$ cat src/rtl/pidd_pkg.sv
// Package for the PID controller core (derivative on measurement).
// Holds field widths, reset values, op and register codes, the sequencer
// state type and the output clamp. No dependencies.
`timescale 1ns / 1ps

package pidd_pkg;

  localparam int FRAC_BITS_DEF   = 16;
  localparam int VALUE_WIDTH_DEF = 32;

  localparam int GAIN_W    = 24;
  localparam int TIME_W    = 32;
  localparam int GAIN_PAD  = TIME_W - GAIN_W;
  localparam int WIDE_W    = 64;
  localparam int CFG_IDX_W = 3;
  localparam int OP_W      = 2;

  // Product magnitude limit, 2^61
  localparam logic [WIDE_W-1:0] SAT_LIM = 64'h2000_0000_0000_0000;
  localparam int SAT_BITS = 62;

  localparam logic [GAIN_W-1:0]        GAIN_PROP_RST  = 24'd65536;
  localparam logic [GAIN_W-1:0]        GAIN_INTEG_RST = 24'd0;
  localparam logic [GAIN_W-1:0]        GAIN_DERIV_RST = 24'd0;
  localparam logic signed [WIDE_W-1:0] OUT_MIN_RST    = -64'sd6553600;
  localparam logic signed [WIDE_W-1:0] OUT_MAX_RST    = 64'sd6553600;
  localparam logic [TIME_W-1:0]        SAMPLE_RST     = 32'd100;

  typedef enum logic [OP_W-1:0] {
    OP_COMPUTE = 2'd0,
    OP_MANUAL  = 2'd1,
    OP_AUTO    = 2'd2,
    OP_CLEAR   = 2'd3
  } op_e;

  typedef enum logic [CFG_IDX_W-1:0] {
    REG_GAIN_PROP  = 3'd0,
    REG_GAIN_INTEG = 3'd1,
    REG_GAIN_DERIV = 3'd2,
    REG_OUT_MIN    = 3'd3,
    REG_OUT_MAX    = 3'd4,
    REG_SAMPLE     = 3'd5
  } cfg_idx_e;

  typedef enum logic [8:0] {
    S_IDLE   = 9'b000000001,
    S_MUL_P  = 9'b000000010,
    S_MUL_I1 = 9'b000000100,
    S_MUL_I2 = 9'b000001000,
    S_MUL_D  = 9'b000010000,
    S_DIV    = 9'b000100000,
    S_FIN_I  = 9'b001000000,
    S_FIN_O  = 9'b010000000,
    S_DONE   = 9'b100000000
  } state_e;

  // Raise to lo first, then lower to hi (crossed limits give hi)
  function automatic logic signed [WIDE_W-1:0] clamp_lim(
    input logic signed [WIDE_W-1:0] x,
    input logic signed [WIDE_W-1:0] lo,
    input logic signed [WIDE_W-1:0] hi
  );
    logic signed [WIDE_W-1:0] y;
    y = (x < lo) ? lo : x;
    y = (y > hi) ? hi : y;
    return y;
  endfunction

endpackage

$ cat src/rtl/pid_controller_deriv_on_measurement_core.sv
// PID controller core with derivative on measurement and anti-windup.
// Shared 64-bit adder under a one-hot sequencer; depends on pidd_pkg.
`timescale 1ns / 1ps

// Usage
//   Slave stream carries one request per item: tuser holds the op (compute,
//   set manual, set automatic, reset memory), tdata the measurement,
//   setpoint, time stamp and manual output. Master stream returns one result
//   per request: tdata holds the drive value, tuser the updated flag.
//   Configuration is a plain write port (enable, index, data); write it only
//   while the core is idle. Indexes beyond the register list are ignored.
// Compute sequence
//   A compute that forms a new output runs four bit-serial multiplies on the
//   shared adder (24, 24, 32 and 24 steps, each followed by an unload step)
//   and a restoring divide of 62 - FRAC_BITS steps, one bit per cycle. The
//   adder is the pacing unit; the core takes one request at a time.
// Reset and stall
//   Reset restores register defaults, automatic mode and cleared memory.
//   The result waits in an output register; the core takes the next request
//   while it waits, but holds a new result until the receiver takes the old.
module pid_controller_deriv_on_measurement_core
  import pidd_pkg::*;
#(
  parameter int FRAC_BITS   = FRAC_BITS_DEF,
  parameter int VALUE_WIDTH = VALUE_WIDTH_DEF,
  localparam int IN_FLD_W   = 3 * VALUE_WIDTH + TIME_W,
  localparam int IN_DW      = ((IN_FLD_W + 7) / 8) * 8,
  localparam int OUT_DW     = ((VALUE_WIDTH + 7) / 8) * 8,
  localparam int CFG_DW     = (VALUE_WIDTH > TIME_W) ? VALUE_WIDTH : TIME_W
) (
  input  logic                 clk_i,
  input  logic                 rst_ni,
  input  logic                 cfg_we_i,
  input  logic [CFG_IDX_W-1:0] cfg_idx_i,
  input  logic [CFG_DW-1:0]    cfg_wdata_i,
  input  logic                 s_axis_tvalid_i,
  output logic                 s_axis_tready_o,
  // measured, setpoint, time_now, manual_output (lowest bit up), zero pad
  input  logic [IN_DW-1:0]     s_axis_tdata_i,
  // op
  input  logic [OP_W-1:0]      s_axis_tuser_i,
  output logic                 m_axis_tvalid_o,
  input  logic                 m_axis_tready_i,
  // drive, zero pad
  output logic [OUT_DW-1:0]    m_axis_tdata_o,
  // updated
  output logic [0:0]           m_axis_tuser_o
);

  localparam int VW      = VALUE_WIDTH;
  localparam int EW      = VW + 1;
  localparam int NW      = SAT_BITS - FRAC_BITS;
  localparam int CNT_MAX = (NW > TIME_W) ? NW : TIME_W;
  localparam int CNT_W   = $clog2(CNT_MAX + 1);

  // ---------------------------------------------------------------- fields
  logic [VW-1:0]     in_meas, in_setp, in_man;
  logic [TIME_W-1:0] in_now;
  logic [OP_W-1:0]   in_op;

  assign in_meas = s_axis_tdata_i[VW-1:0];
  assign in_setp = s_axis_tdata_i[2*VW-1:VW];
  assign in_now  = s_axis_tdata_i[2*VW+TIME_W-1:2*VW];
  assign in_man  = s_axis_tdata_i[3*VW+TIME_W-1:2*VW+TIME_W];
  assign in_op   = s_axis_tuser_i;

  // --------------------------------------------------------------- registers
  state_e              state_q, state_d;
  logic [CNT_W-1:0]    cnt_q, cnt_d;

  logic [GAIN_W-1:0]   gain_prop_q, gain_prop_d;
  logic [GAIN_W-1:0]   gain_integ_q, gain_integ_d;
  logic [GAIN_W-1:0]   gain_deriv_q, gain_deriv_d;
  logic [VW-1:0]       out_min_q, out_min_d;
  logic [VW-1:0]       out_max_q, out_max_d;
  logic [TIME_W-1:0]   sample_q, sample_d;

  logic                auto_q, auto_d;
  logic                has_q, has_d;
  logic [VW-1:0]       integ_q, integ_d;
  logic [VW-1:0]       prev_out_q, prev_out_d;
  logic [VW-1:0]       prev_meas_q, prev_meas_d;
  logic [TIME_W-1:0]   prev_time_q, prev_time_d;

  logic                m_valid_q, m_valid_d;
  logic [VW-1:0]       drive_q, drive_d;
  logic                upd_out_q, upd_out_d;
  logic                upd_q, upd_d;

  // datapath
  logic [WIDE_W-1:0]        acc_q, acc_d;
  logic                     sat_q, sat_d;
  logic [WIDE_W-1:0]        mag_q, mag_d;
  logic                     neg_q, neg_d;
  logic [TIME_W-1:0]        gm_q, gm_d;
  logic [TIME_W-1:0]        rem_q, rem_d;
  logic [NW-1:0]            divn_q, divn_d;
  logic signed [WIDE_W-1:0] pterm_q, pterm_d;
  logic signed [WIDE_W-1:0] iterm_q, iterm_d;
  logic signed [WIDE_W-1:0] dterm_q, dterm_d;
  logic [EW-1:0]            err_q, err_d;
  logic [EW-1:0]            dmeas_q, dmeas_d;
  logic [VW-1:0]            meas_q, meas_d;
  logic [TIME_W-1:0]        now_q, now_d;
  logic [TIME_W-1:0]        dt_q, dt_d;

  // ------------------------------------------------------------ combinational
  logic [EW-1:0]            err_w, err_abs_w, err_q_abs, dmeas_w, dmeas_q_abs;
  logic [TIME_W-1:0]        dt_w, st_w;
  logic signed [WIDE_W-1:0] lo_w, hi_w, integ_ext, prev_out_ext, man_ext;
  logic signed [WIDE_W-1:0] clamp_integ_w, clamp_out_w, clamp_man_w;
  logic signed [WIDE_W-1:0] integ_sum_w, out_sum_w;
  logic [WIDE_W-1:0]        mul_r;
  logic signed [WIDE_W-1:0] mul_p;
  logic [WIDE_W-1:0]        alu_a, alu_b, alu_sum;
  logic                     alu_cin;
  logic [TIME_W:0]          rem_sh;
  logic                     div_ge;
  logic                     is_mul;

  assign err_w   = {in_setp[VW-1], in_setp} - {in_meas[VW-1], in_meas};
  assign dmeas_w = {in_meas[VW-1], in_meas} - {prev_meas_q[VW-1], prev_meas_q};
  assign err_abs_w   = err_w[VW]   ? EW'(-err_w)   : err_w;
  assign err_q_abs   = err_q[VW]   ? EW'(-err_q)   : err_q;
  assign dmeas_q_abs = dmeas_q[VW] ? EW'(-dmeas_q) : dmeas_q;

  assign dt_w = in_now - prev_time_q;
  assign st_w = (sample_q == '0) ? TIME_W'(1) : sample_q;

  assign lo_w         = {{(WIDE_W-VW){out_min_q[VW-1]}}, out_min_q};
  assign hi_w         = {{(WIDE_W-VW){out_max_q[VW-1]}}, out_max_q};
  assign integ_ext    = {{(WIDE_W-VW){integ_q[VW-1]}}, integ_q};
  assign prev_out_ext = {{(WIDE_W-VW){prev_out_q[VW-1]}}, prev_out_q};
  assign man_ext      = {{(WIDE_W-VW){in_man[VW-1]}}, in_man};

  assign clamp_integ_w = clamp_lim(integ_ext, lo_w, hi_w);
  assign clamp_out_w   = clamp_lim(prev_out_ext, lo_w, hi_w);
  assign clamp_man_w   = clamp_lim(man_ext, lo_w, hi_w);
  assign integ_sum_w   = clamp_lim(integ_ext + iterm_q, lo_w, hi_w);
  assign out_sum_w     = clamp_lim(pterm_q + integ_ext - dterm_q, lo_w, hi_w);

  // Saturated product of the finished multiply, sign applied
  assign mul_r = sat_q ? SAT_LIM : acc_q;
  assign mul_p = neg_q ? -$signed(mul_r) : $signed(mul_r);

  assign is_mul = state_q inside {S_MUL_P, S_MUL_I1, S_MUL_I2, S_MUL_D};
  assign rem_sh = {rem_q, divn_q[NW-1]};

  // Shared adder: shift-add step of the multiply, trial subtract of the divide
  always_comb begin
    if (state_q == S_DIV) begin
      alu_a   = {{(WIDE_W-TIME_W-1){1'b0}}, rem_sh};
      alu_b   = ~{{(WIDE_W-TIME_W){1'b0}}, dt_q};
      alu_cin = 1'b1;
    end else begin
      alu_a   = {acc_q[WIDE_W-2:0], 1'b0};
      alu_b   = gm_q[TIME_W-1] ? mag_q : '0;
      alu_cin = 1'b0;
    end
    alu_sum = alu_a + alu_b + {{(WIDE_W-1){1'b0}}, alu_cin};
  end

  assign div_ge = ~alu_sum[WIDE_W-1];

  // --------------------------------------------------------------- sequencer
  always_comb begin
    state_d      = state_q;
    cnt_d        = cnt_q;
    gain_prop_d  = gain_prop_q;
    gain_integ_d = gain_integ_q;
    gain_deriv_d = gain_deriv_q;
    out_min_d    = out_min_q;
    out_max_d    = out_max_q;
    sample_d     = sample_q;
    auto_d       = auto_q;
    has_d        = has_q;
    integ_d      = integ_q;
    prev_out_d   = prev_out_q;
    prev_meas_d  = prev_meas_q;
    prev_time_d  = prev_time_q;
    m_valid_d    = m_valid_q;
    drive_d      = drive_q;
    upd_out_d    = upd_out_q;
    upd_d        = upd_q;
    acc_d        = acc_q;
    sat_d        = sat_q;
    mag_d        = mag_q;
    neg_d        = neg_q;
    gm_d         = gm_q;
    rem_d        = rem_q;
    divn_d       = divn_q;
    pterm_d      = pterm_q;
    iterm_d      = iterm_q;
    dterm_d      = dterm_q;
    err_d        = err_q;
    dmeas_d      = dmeas_q;
    meas_d       = meas_q;
    now_d        = now_q;
    dt_d         = dt_q;

    if (cfg_we_i) begin
      case (cfg_idx_i)
        REG_GAIN_PROP:  gain_prop_d  = cfg_wdata_i[GAIN_W-1:0];
        REG_GAIN_INTEG: gain_integ_d = cfg_wdata_i[GAIN_W-1:0];
        REG_GAIN_DERIV: gain_deriv_d = cfg_wdata_i[GAIN_W-1:0];
        REG_OUT_MIN:    out_min_d    = cfg_wdata_i[VW-1:0];
        REG_OUT_MAX:    out_max_d    = cfg_wdata_i[VW-1:0];
        REG_SAMPLE:     sample_d     = cfg_wdata_i[TIME_W-1:0];
        default: ;
      endcase
    end

    // Drop the result once the receiver takes it
    if (m_valid_q && m_axis_tready_i) begin
      m_valid_d = 1'b0;
    end

    // One shift-add step per cycle; freeze the sum once it saturates
    if (is_mul && cnt_q != '0) begin
      cnt_d = cnt_q - 1'b1;
      gm_d  = {gm_q[TIME_W-2:0], 1'b0};
      if (!sat_q) begin
        acc_d = alu_sum;
        if (alu_sum > SAT_LIM) begin
          sat_d = 1'b1;
        end
      end
    end

    case (state_q)
      S_IDLE: begin
        if (s_axis_tvalid_i) begin
          upd_d   = 1'b0;
          state_d = S_DONE;
          case (in_op)
            OP_COMPUTE: begin
              if (auto_q) begin
                if (!has_q) begin
                  // first compute: capture the baseline and clamp the stored terms, no new output
                  prev_meas_d = in_meas;
                  prev_time_d = in_now;
                  integ_d     = clamp_integ_w[VW-1:0];
                  prev_out_d  = clamp_out_w[VW-1:0];
                  has_d       = 1'b1;
                end else if (dt_w >= st_w) begin
                  err_d   = err_w;
                  dmeas_d = dmeas_w;
                  meas_d  = in_meas;
                  now_d   = in_now;
                  dt_d    = dt_w;
                  mag_d   = {{(WIDE_W-EW){1'b0}}, err_abs_w};
                  neg_d   = err_w[VW];
                  gm_d    = {gain_prop_q, {GAIN_PAD{1'b0}}};
                  cnt_d   = CNT_W'(GAIN_W);
                  acc_d   = '0;
                  sat_d   = 1'b0;
                  state_d = S_MUL_P;
                end
              end
            end
            OP_MANUAL: auto_d = 1'b0;
            OP_AUTO: begin
              // bumpless switch: start from the current output
              if (!auto_q) begin
                prev_meas_d = in_meas;
                prev_out_d  = in_man;
                integ_d     = clamp_man_w[VW-1:0];
                has_d       = 1'b0;
              end
              auto_d = 1'b1;
            end
            OP_CLEAR: begin
              has_d      = 1'b0;
              integ_d    = '0;
              prev_out_d = '0;
            end
            default: ;
          endcase
        end
      end

      S_MUL_P: begin
        if (cnt_q == '0) begin
          pterm_d = mul_p >>> FRAC_BITS;
          mag_d   = {{(WIDE_W-EW){1'b0}}, err_q_abs};
          neg_d   = err_q[VW];
          gm_d    = {gain_integ_q, {GAIN_PAD{1'b0}}};
          cnt_d   = CNT_W'(GAIN_W);
          acc_d   = '0;
          sat_d   = 1'b0;
          state_d = S_MUL_I1;
        end
      end

      S_MUL_I1: begin
        if (cnt_q == '0) begin
          // keep the sign, scale the saturated product by the elapsed ticks
          mag_d   = mul_r;
          gm_d    = dt_q;
          cnt_d   = CNT_W'(TIME_W);
          acc_d   = '0;
          sat_d   = 1'b0;
          state_d = S_MUL_I2;
        end
      end

      S_MUL_I2: begin
        if (cnt_q == '0) begin
          iterm_d = mul_p >>> FRAC_BITS;
          mag_d   = {{(WIDE_W-EW){1'b0}}, dmeas_q_abs};
          neg_d   = dmeas_q[VW];
          gm_d    = {gain_deriv_q, {GAIN_PAD{1'b0}}};
          cnt_d   = CNT_W'(GAIN_W);
          acc_d   = '0;
          sat_d   = 1'b0;
          state_d = S_MUL_D;
        end
      end

      S_MUL_D: begin
        if (cnt_q == '0) begin
          // floor(floor(m / 2^F) / dt) equals floor(m / (dt * 2^F))
          divn_d  = mul_r[SAT_BITS-1:FRAC_BITS];
          rem_d   = '0;
          cnt_d   = CNT_W'(NW);
          state_d = S_DIV;
        end
      end

      S_DIV: begin
        if (cnt_q != '0) begin
          cnt_d  = cnt_q - 1'b1;
          rem_d  = div_ge ? alu_sum[TIME_W-1:0] : rem_sh[TIME_W-1:0];
          divn_d = {divn_q[NW-2:0], div_ge};
        end else begin
          // truncate toward zero: negate the magnitude quotient
          dterm_d = neg_q ? -$signed({{(WIDE_W-NW){1'b0}}, divn_q})
                          :  $signed({{(WIDE_W-NW){1'b0}}, divn_q});
          state_d = S_FIN_I;
        end
      end

      S_FIN_I: begin
        integ_d = integ_sum_w[VW-1:0];
        state_d = S_FIN_O;
      end

      S_FIN_O: begin
        prev_out_d  = out_sum_w[VW-1:0];
        prev_meas_d = meas_q;
        prev_time_d = now_q;
        upd_d       = 1'b1;
        state_d     = S_DONE;
      end

      S_DONE: begin
        // hold until the output register is free
        if (!m_valid_q || m_axis_tready_i) begin
          m_valid_d = 1'b1;
          drive_d   = prev_out_q;
          upd_out_d = upd_q;
          state_d   = S_IDLE;
        end
      end

      default: state_d = S_IDLE;
    endcase
  end

  always_ff @(posedge clk_i or negedge rst_ni) begin
    if (!rst_ni) begin
      state_q      <= S_IDLE;
      cnt_q        <= '0;
      gain_prop_q  <= GAIN_PROP_RST;
      gain_integ_q <= GAIN_INTEG_RST;
      gain_deriv_q <= GAIN_DERIV_RST;
      out_min_q    <= OUT_MIN_RST[VW-1:0];
      out_max_q    <= OUT_MAX_RST[VW-1:0];
      sample_q     <= SAMPLE_RST;
      auto_q       <= 1'b1;
      has_q        <= 1'b0;
      integ_q      <= '0;
      prev_out_q   <= '0;
      prev_meas_q  <= '0;
      prev_time_q  <= '0;
      m_valid_q    <= 1'b0;
    end else begin
      state_q      <= state_d;
      cnt_q        <= cnt_d;
      gain_prop_q  <= gain_prop_d;
      gain_integ_q <= gain_integ_d;
      gain_deriv_q <= gain_deriv_d;
      out_min_q    <= out_min_d;
      out_max_q    <= out_max_d;
      sample_q     <= sample_d;
      auto_q       <= auto_d;
      has_q        <= has_d;
      integ_q      <= integ_d;
      prev_out_q   <= prev_out_d;
      prev_meas_q  <= prev_meas_d;
      prev_time_q  <= prev_time_d;
      m_valid_q    <= m_valid_d;
    end
  end

  always_ff @(posedge clk_i) begin
    drive_q   <= drive_d;
    upd_out_q <= upd_out_d;
    upd_q     <= upd_d;
    acc_q     <= acc_d;
    sat_q     <= sat_d;
    mag_q     <= mag_d;
    neg_q     <= neg_d;
    gm_q      <= gm_d;
    rem_q     <= rem_d;
    divn_q    <= divn_d;
    pterm_q   <= pterm_d;
    iterm_q   <= iterm_d;
    dterm_q   <= dterm_d;
    err_q     <= err_d;
    dmeas_q   <= dmeas_d;
    meas_q    <= meas_d;
    now_q     <= now_d;
    dt_q      <= dt_d;
  end

  // ------------------------------------------------------------------ ports
  assign s_axis_tready_o   = (state_q == S_IDLE);
  assign m_axis_tvalid_o   = m_valid_q;
  assign m_axis_tdata_o    = OUT_DW'(drive_q);
  assign m_axis_tuser_o[0] = upd_out_q;

  // -------------------------------------------------------------- assertions
  ap_upd_ctx: assert property (@(posedge clk_i) disable iff (!rst_ni)
    (state_q == S_DONE && upd_q) |-> (auto_q && has_q))
    else $error("updated result without automatic mode and baseline");

  ap_acc_bound: assert property (@(posedge clk_i) disable iff (!rst_ni)
    (is_mul && !sat_q) |-> (acc_q <= SAT_LIM))
    else $error("unsaturated accumulator above limit");

  ap_rem_bound: assert property (@(posedge clk_i) disable iff (!rst_ni)
    (state_q == S_DIV) |-> (rem_q < dt_q))
    else $error("divider remainder not below divisor");

  ap_busy: assert property (@(posedge clk_i) disable iff (!rst_ni)
    (s_axis_tvalid_i && s_axis_tready_o) |=> (state_q != S_IDLE))
    else $error("request accepted but sequencer stayed idle");

  ap_out_src: assert property (@(posedge clk_i) disable iff (!rst_ni)
    $rose(m_axis_tvalid_o) |-> $past(state_q == S_DONE))
    else $error("result raised outside the done state");

endmodule
$ cat config.mk
export PLATFORM = sky130hd
export DESIGN_NAME = pid_controller_deriv_on_measurement_core
export DESIGN_NICKNAME = d
export VERILOG_FILES = /design/src/rtl/pidd_pkg.sv /design/src/rtl/pid_controller_deriv_on_measurement_core.sv
export SDC_FILE = /design/constraint.sdc
export NUM_CORES = 2
export LEC_CHECK = 0
export BUFFER_PORTS_ARGS = -buffer_cell sky130_fd_sc_hd__buf_4
export CORE_MARGIN = 8
export CORE_UTILIZATION = 60
export DETAILED_ROUTE_END_ITERATION = 16
export HOLD_SLACK_MARGIN = 0.05
export PLACE_DENSITY = 0.8
export SETUP_SLACK_MARGIN = 0.2
export SLEW_MARGIN = 15
export SYNTH_ARGS = -nofsm -noshare
export SYNTH_HDL_FRONTEND = slang
export SYNTH_SLANG_ARGS = --single-unit
export TNS_END_PERCENT = 100
$ cat constraint.sdc
create_clock -name clk_i -period 15.1 [get_ports clk_i]
set_input_delay 2.265 -clock clk_i [delete_from_list [all_inputs] [get_ports clk_i]]
set_output_delay 2.265 -clock clk_i [all_outputs]
set_load 0.05 [all_outputs]
* Word-level counts from Yosys, hierarchy flattened
Cells that the tools add are included.
** Operators by class
- $add $sub $neg :: 14
- Order comparisons :: 12
- Equal/unequal tests :: 37
- Mux-type cells :: 129
- Bitwise logic cells :: 3
- Reductions and logical operators :: 41
** Operators with widths (number)
- $mux W64 :: 26
- $mux W32 :: 34
- $pmux W32 S2 :: 6
- $gt A64 B32 Y1 :: 5
- $pmux W64 S4 :: 1
- $pmux W32 S3 :: 2
- $mux W46 :: 3
- $pmux W32 S4 :: 1
- $pmux W64 S2 :: 1
- $mux W33 :: 3
- $mux W9 :: 11
- $neg A33 Y33 :: 3
- $lt A32 B32 Y1 :: 3
- $pmux W46 S2 :: 1
- $pmux W9 S9 :: 1
- $sub A32 B32 Y33 :: 2
- $add A64 B1 Y64 :: 1
- $add A64 B64 Y64 :: 1
- $gt A64 B62 Y1 const B :: 1
- $lt A64 B32 Y1 :: 1
- $neg A46 Y64 :: 1
- $neg A64 Y64 :: 1
- $not A32 Y64 :: 1
- $sub A49 B64 Y64 :: 1
- 51 further kinds :: 125
** Word-level totals
- Bits in registers :: 910
- Output and inout port bits :: 35
- Logic and storage cells :: 270

* Logic depth before layout (Yosys ltp)
- Depth in word-level cells :: 14
- Gate-level depth with buffers :: 47
- Gate-level depth less buffers :: 44

* Worst setup path before layout
No wires, ideal clock.
- Path kind :: input-to-reg
- Start :: input port s_axis_tdata_i[64]
- End :: register gm_q[18]
- Arrival :: 11530 ps
- Data required time :: 15010 ps
- Slack :: 3480 ps
- Stages on the path :: 29
- Path through :: inv_1 -> ha_1 -> inv_1 -> fa_1 -> a21o_1 -> a21oi_1 -> o21bai_1 -> a21o_1 -> a311oi_1 -> o21ai_0 -> nand4_1 -> a21boi_0 -> a21oi_1 -> o21ai_0 -> a21oi_1 -> xnor2_1 -> ha_1 -> a21o_1 -> a21o_1 -> a21o_1 -> a21o_1 -> a21o_1 -> a21oi_1 -> a21boi_0 -> or3_1 -> inv_1 -> clkbuf_1 -> a21boi_0 -> o21ai_0
** On the way
- Cells in the longest elaborated chain, start to end :: 8
** RTL lines
- start: declaration :: RTL line pid_controller_deriv_on_measurement_core.sv:39 : input logic [IN_DW-1:0] s_axis_tdata_i,
- $sub A32 B32 Y32 :: RTL line pid_controller_deriv_on_measurement_core.sv:127 : assign dt_w = in_now - prev_time_q;
- named net dt_w[26] :: RTL line pid_controller_deriv_on_measurement_core.sv:109 : logic [TIME_W-1:0] dt_w, st_w;
- $ge A32 B32 Y1 :: RTL line pid_controller_deriv_on_measurement_core.sv:245 : end else if (dt_w >= st_w) begin
- $mux W32 :: RTL line pid_controller_deriv_on_measurement_core.sv:245
- $mux W32 :: RTL line pid_controller_deriv_on_measurement_core.sv:238 : if (!has_q) begin
- $mux W32 :: RTL line pid_controller_deriv_on_measurement_core.sv:237 : if (auto_q) begin
- $mux W32 :: RTL line pid_controller_deriv_on_measurement_core.sv:235 : case (in_op)
- $mux W32 :: RTL line pid_controller_deriv_on_measurement_core.sv:232 : if (s_axis_tvalid_i) begin
- $pmux W32 S4 :: RTL line pid_controller_deriv_on_measurement_core.sv:230 : case (state_q)
- named net gm_d[18] :: RTL line pid_controller_deriv_on_measurement_core.sv:95 : logic [TIME_W-1:0] gm_q, gm_d;
- end signal: assignment :: RTL line pid_controller_deriv_on_measurement_core.sv:414 : gm_q <= gm_d;
- end: declaration :: RTL line pid_controller_deriv_on_measurement_core.sv:95
The timed path passes the listed nets, and every way through them passes these cells.
A chain may end at the register's enable or synchronous reset.

* Final worst setup path
- Start :: register integ_q[31]
- End :: register prev_out_q[11]
** On the way
- Cells in the longest elaborated chain, start to end :: 7
** RTL lines
- start: declaration :: RTL line pid_controller_deriv_on_measurement_core.sv:80 : logic [VW-1:0] integ_q, integ_d;
- start signal: assignment :: RTL line pid_controller_deriv_on_measurement_core.sv:398 : integ_q <= integ_d;
- $add A48 B32 Y49 (*) :: RTL line pid_controller_deriv_on_measurement_core.sv:140 : assign out_sum_w = clamp_lim(pterm_q + integ_ext - dterm_q, lo_w, hi_w);
- $sub A49 B64 Y64 (*) :: RTL line pid_controller_deriv_on_measurement_core.sv:140
- $lt A64 B32 Y1 :: RTL line pidd_pkg.sv:64 : y = (x < lo) ? lo : x;
- $mux W64 (*) :: RTL line pidd_pkg.sv:64
- $gt A64 B32 Y1 :: RTL line pidd_pkg.sv:65 : y = (y > hi) ? hi : y;
- $mux W32 (*) :: RTL line pidd_pkg.sv:65
- $pmux W32 S2 (*) :: RTL line pid_controller_deriv_on_measurement_core.sv:230
- end signal: assignment :: RTL line pid_controller_deriv_on_measurement_core.sv:399 : prev_out_q <= prev_out_d;
- end: declaration :: RTL line pid_controller_deriv_on_measurement_core.sv:81 : logic [VW-1:0] prev_out_q, prev_out_d;
Mark *: on every way between the ends. The rest lies on a longest branch, timed or not.

==> run_results.csv <==
group,metric,value,unit
die,start_util,60.1,%
sta,finalClockSkew,50.5,ps
logic_synthesis,ys_ff_latch,910,
logic_synthesis,synth_nets,8682,
die,io_pins,205,
logic_synthesis,synth_area,70600,µm²
setup_path,cp-start-kind,"flop",
clock_network,htreeDepth,3,
sta,setup_viol_count_final,0,
logic_synthesis,synth_top_area_share,21.2,%
sta,rsz0062_at_grt,"no",
setup_path,cpPeakStageDelay,830,ps
layout,design_area,77000,µm²
detailed_routing,vias,60700,
logic_synthesis,synth_seq_area_share,35.1,%
setup_path,critPathMaxFanout,45,
place,dpl_worst_slack,3340,ps
place,dp.final_hpwl,173,mm
place,gp_congestion,1.04,
clock_network,clk-insertion-delay-late,750,ps
layout,synthToLayoutAreaGrowth,8.97,%
sta,max_freq,83.8,MHz
detailed_routing,dr.pass1.iters,8,
sta,slew_headroom,18.3,%
setup_path,crit_top_cell,"o21ai_0",
die,rows,126,
layout,final_nets,8713,
status,status,"complete, no violations",
sta,worst_slew_pin_slew,1220,ps
sta,min_period,11940,ps
sta,fin_tns_setup,0,ps
clock_network,post_cts_buffers,0,
grt,grt.total_usage,33.6,%
clock_network,cts.sinks,910,
logic_synthesis,netlist_top_cells_area,"edfxtp_1 21%, ha_1 13%, dfrtp_1 10%, a21oi_1 4.0%, nand2_1 4.0%",
logic_synthesis,yosysWarnings,0,
die,coreArea,117000,µm²
logic_synthesis,synthTopCellsByCount,"754 x nand2_1, 723 x ha_1, 571 x a21oi_1, 571 x inv_1, 501 x o21ai_0",
detailed_routing,drt-total-wl,226,mm
logic_synthesis,synth_most_common_cell,"nand2_1",
detailed_routing,drt_iter0_markers,5623,
setup_path,slowest_stage,"fa_1",
clock_network,clk_pin_slew,70,ps
clock_network,ctsResizeCount,0,
sta,hold_viol_final,0,
sta,finalMaxSlewViolations,0,
clock_network,cts-root-buf,"clkbuf_16",
grt,overflow,0,
clock_network,cts_tree,"yes",
place,post_dp_cell_area,73600,µm²
setup_path,path_class,"flop to flop",
layout,drive_above_1_share,10.1,%
pwr,powerDensity,202,nW/µm²
detailed_routing,wl_per_cell,24.1,µm
setup_path,reg2reg_depth,40,
die,die_y,359,µm
grt,grt_pass1_vias,60400,
run,max_cap_violations,0,
layout,final_cells,9379,
clock_network,cts_max_path_buffers,3,
setup_path,required,15660,ps
sta,hold_slack,505,ps
detailed_routing,route.detailed.drc,0,
sta,period_share,79.1,%
logic_synthesis,postSynthCellCount,7720,
grt,antenna_found_initial,12,
setup_path,worstPathArrival,12500,ps
logic_synthesis,async_flop_share,34.5,%
clock_network,ctsHoldBuffers,0,
pwr,leakage,33.7,nW
logic_synthesis,ys_types,94,
place,dp_cells,9182,
grt,grt_pass1_wl,347,mm
logic_synthesis,syn_avg_cell_area,9.15,µm²
hold_path,min_delay_path_depth,0,
detailed_routing,via_per_inst,6.47,
detailed_routing,ant_nets,0,
setup_path,crit_path_end_kind,"flop",
place,portBuffers,204,
logic_synthesis,synth-edff-count,499,
hold_path,hold_class,"flop to flop",
logic_synthesis,synthFlopType,"edfxtp_1",
die,die-area,129000,µm²
pwr,peakVddDrop,0.281,mV
logic_synthesis,synth.largest_area_cell,"edfxtp_1",
clock_network,cts_made_buffers,102,
die,die_w,359,µm
sta,fin_ws,3160,ps
grt,grt_max_degree,88,
-- path summary, 6_finish.rpt --
kind / startpoint / end / slack [ps]
setup / recovery: integ_q[31]$_DFFE_PN0P_ / prev_out_q[11]$_DFFE_PN0P_ / 3160
hold reg to reg: prev_out_q[4]$_DFFE_PN0P_ / m_axis_tdata_o[4]$_DFFE_PP_ / 510
min in group asynchronous: rst_ni / out_max_q[26]$_DFFE_PN0P_ / 1510
setup reg to reg: integ_q[31]$_DFFE_PN0P_ / prev_out_q[11]$_DFFE_PN0P_ / 3160
max in group asynchronous: rst_ni / prev_meas_q[24]$_DFFE_PN0P_ / 10650
hold / removal: prev_out_q[4]$_DFFE_PN0P_ / m_axis_tdata_o[4]$_DFFE_PP_ / 510
-- final cells by class --
class	instances	area, µm²
clock inverter	50	531
fill	9508	40500
antenna	4	10.0
inverter	573	2160
multi-input combinational	5883	42600
sequential	910	24800
timing repair buffer	281	2130
tap	1536	1920
clock buffer	142	2840
-- metal layers --
metal	track usage (%)	part of all wire (%)	vias to the layer above
li1	-	-	28200
met5	0	0.021	-
met1	39.8	38	29200
met4	21.7	7.7	6
met2	56.2	47	2550
met3	6.01	7.1	736
-- power breakdown --
| group | internal (mW) | leakage, nW | switching [mW] | total (mW) |
|---|---|---|---|---|
| clock | 1.43 | 1.63 | 1.10 | 2.53 |
| combinational | 3.89 | 22.9 | 5.73 | 9.62 |
| sequential | 3.07 | 9.17 | 0.327 | 3.40 |
| total | 8.39 | 33.7 | 7.16 | 15.6 |
-- cells by family after synthesis --
group,count (synthesis),synth area share (%)
AOI/OAI and AO/OA,2181,20.2
and+or+nand+nor,2156,14.7
buffers and inverters,927,4.95
DFF,910,35.1
adders and majority gates,792,14.8
xor gates and xnor gates,404,5.01
muxes,350,5.34
-- through the flow --
| stage | power [mW] | utilization [%] |
|---|---|---|
| floorplan | 10.1 | - |
| global placement | 12.5 | 62.6 |
| detailed placement | 12.8 | 62.6 |
| CTS | 15.4 | 65.5 |
| global route | 16.7 | 65.5 |
| finish | 15.6 | 65.5 |
-- registers in the layout, summed over array words and instances, names as in the netlist, 24 cells and up --
signal,count
prev_time_q,32
err_q,33
now_q,32
out_max_q,32
meas_q,32
m_axis_tdata_o,32
prev_out_q,32
gm_q,32
acc_q,64
gain_prop_q,24
integ_q,32
gain_integ_q,24
dmeas_q,33
gain_deriv_q,24
prev_meas_q,32
rem_q,32
dt_q,32
iterm_q,48
sample_q,32
mag_q,64
out_min_q,32
divn_q,46
pterm_q,48
dterm_q,64
-- worst max-delay path: cells and delay by family, from the launching register on --
family	cells	cell delay [ps]
buffers and inverters	4	1470
muxes	1	360
AOI/OAI and AO/OA	18	4210
xor gates and xnor gates	1	180
and+or+nand+nor	12	3300
DFF	1	380
adders and majority gates	4	1740
-- placed cells by master, fill, tap and decap left out, drive strengths merged, types with 147 or more instances in the layout --
cell,instances
buf,281
nand2,754
edfxtp,499
a21oi,571
inv,578
nand3,182
mux2,216
dfrtp,293
nor2,476
o21ai,507
nand4,147
xor2,172
a21o,311
xnor2,232
ha,723
No activity file was read; power rests on OpenSTA's default activity.
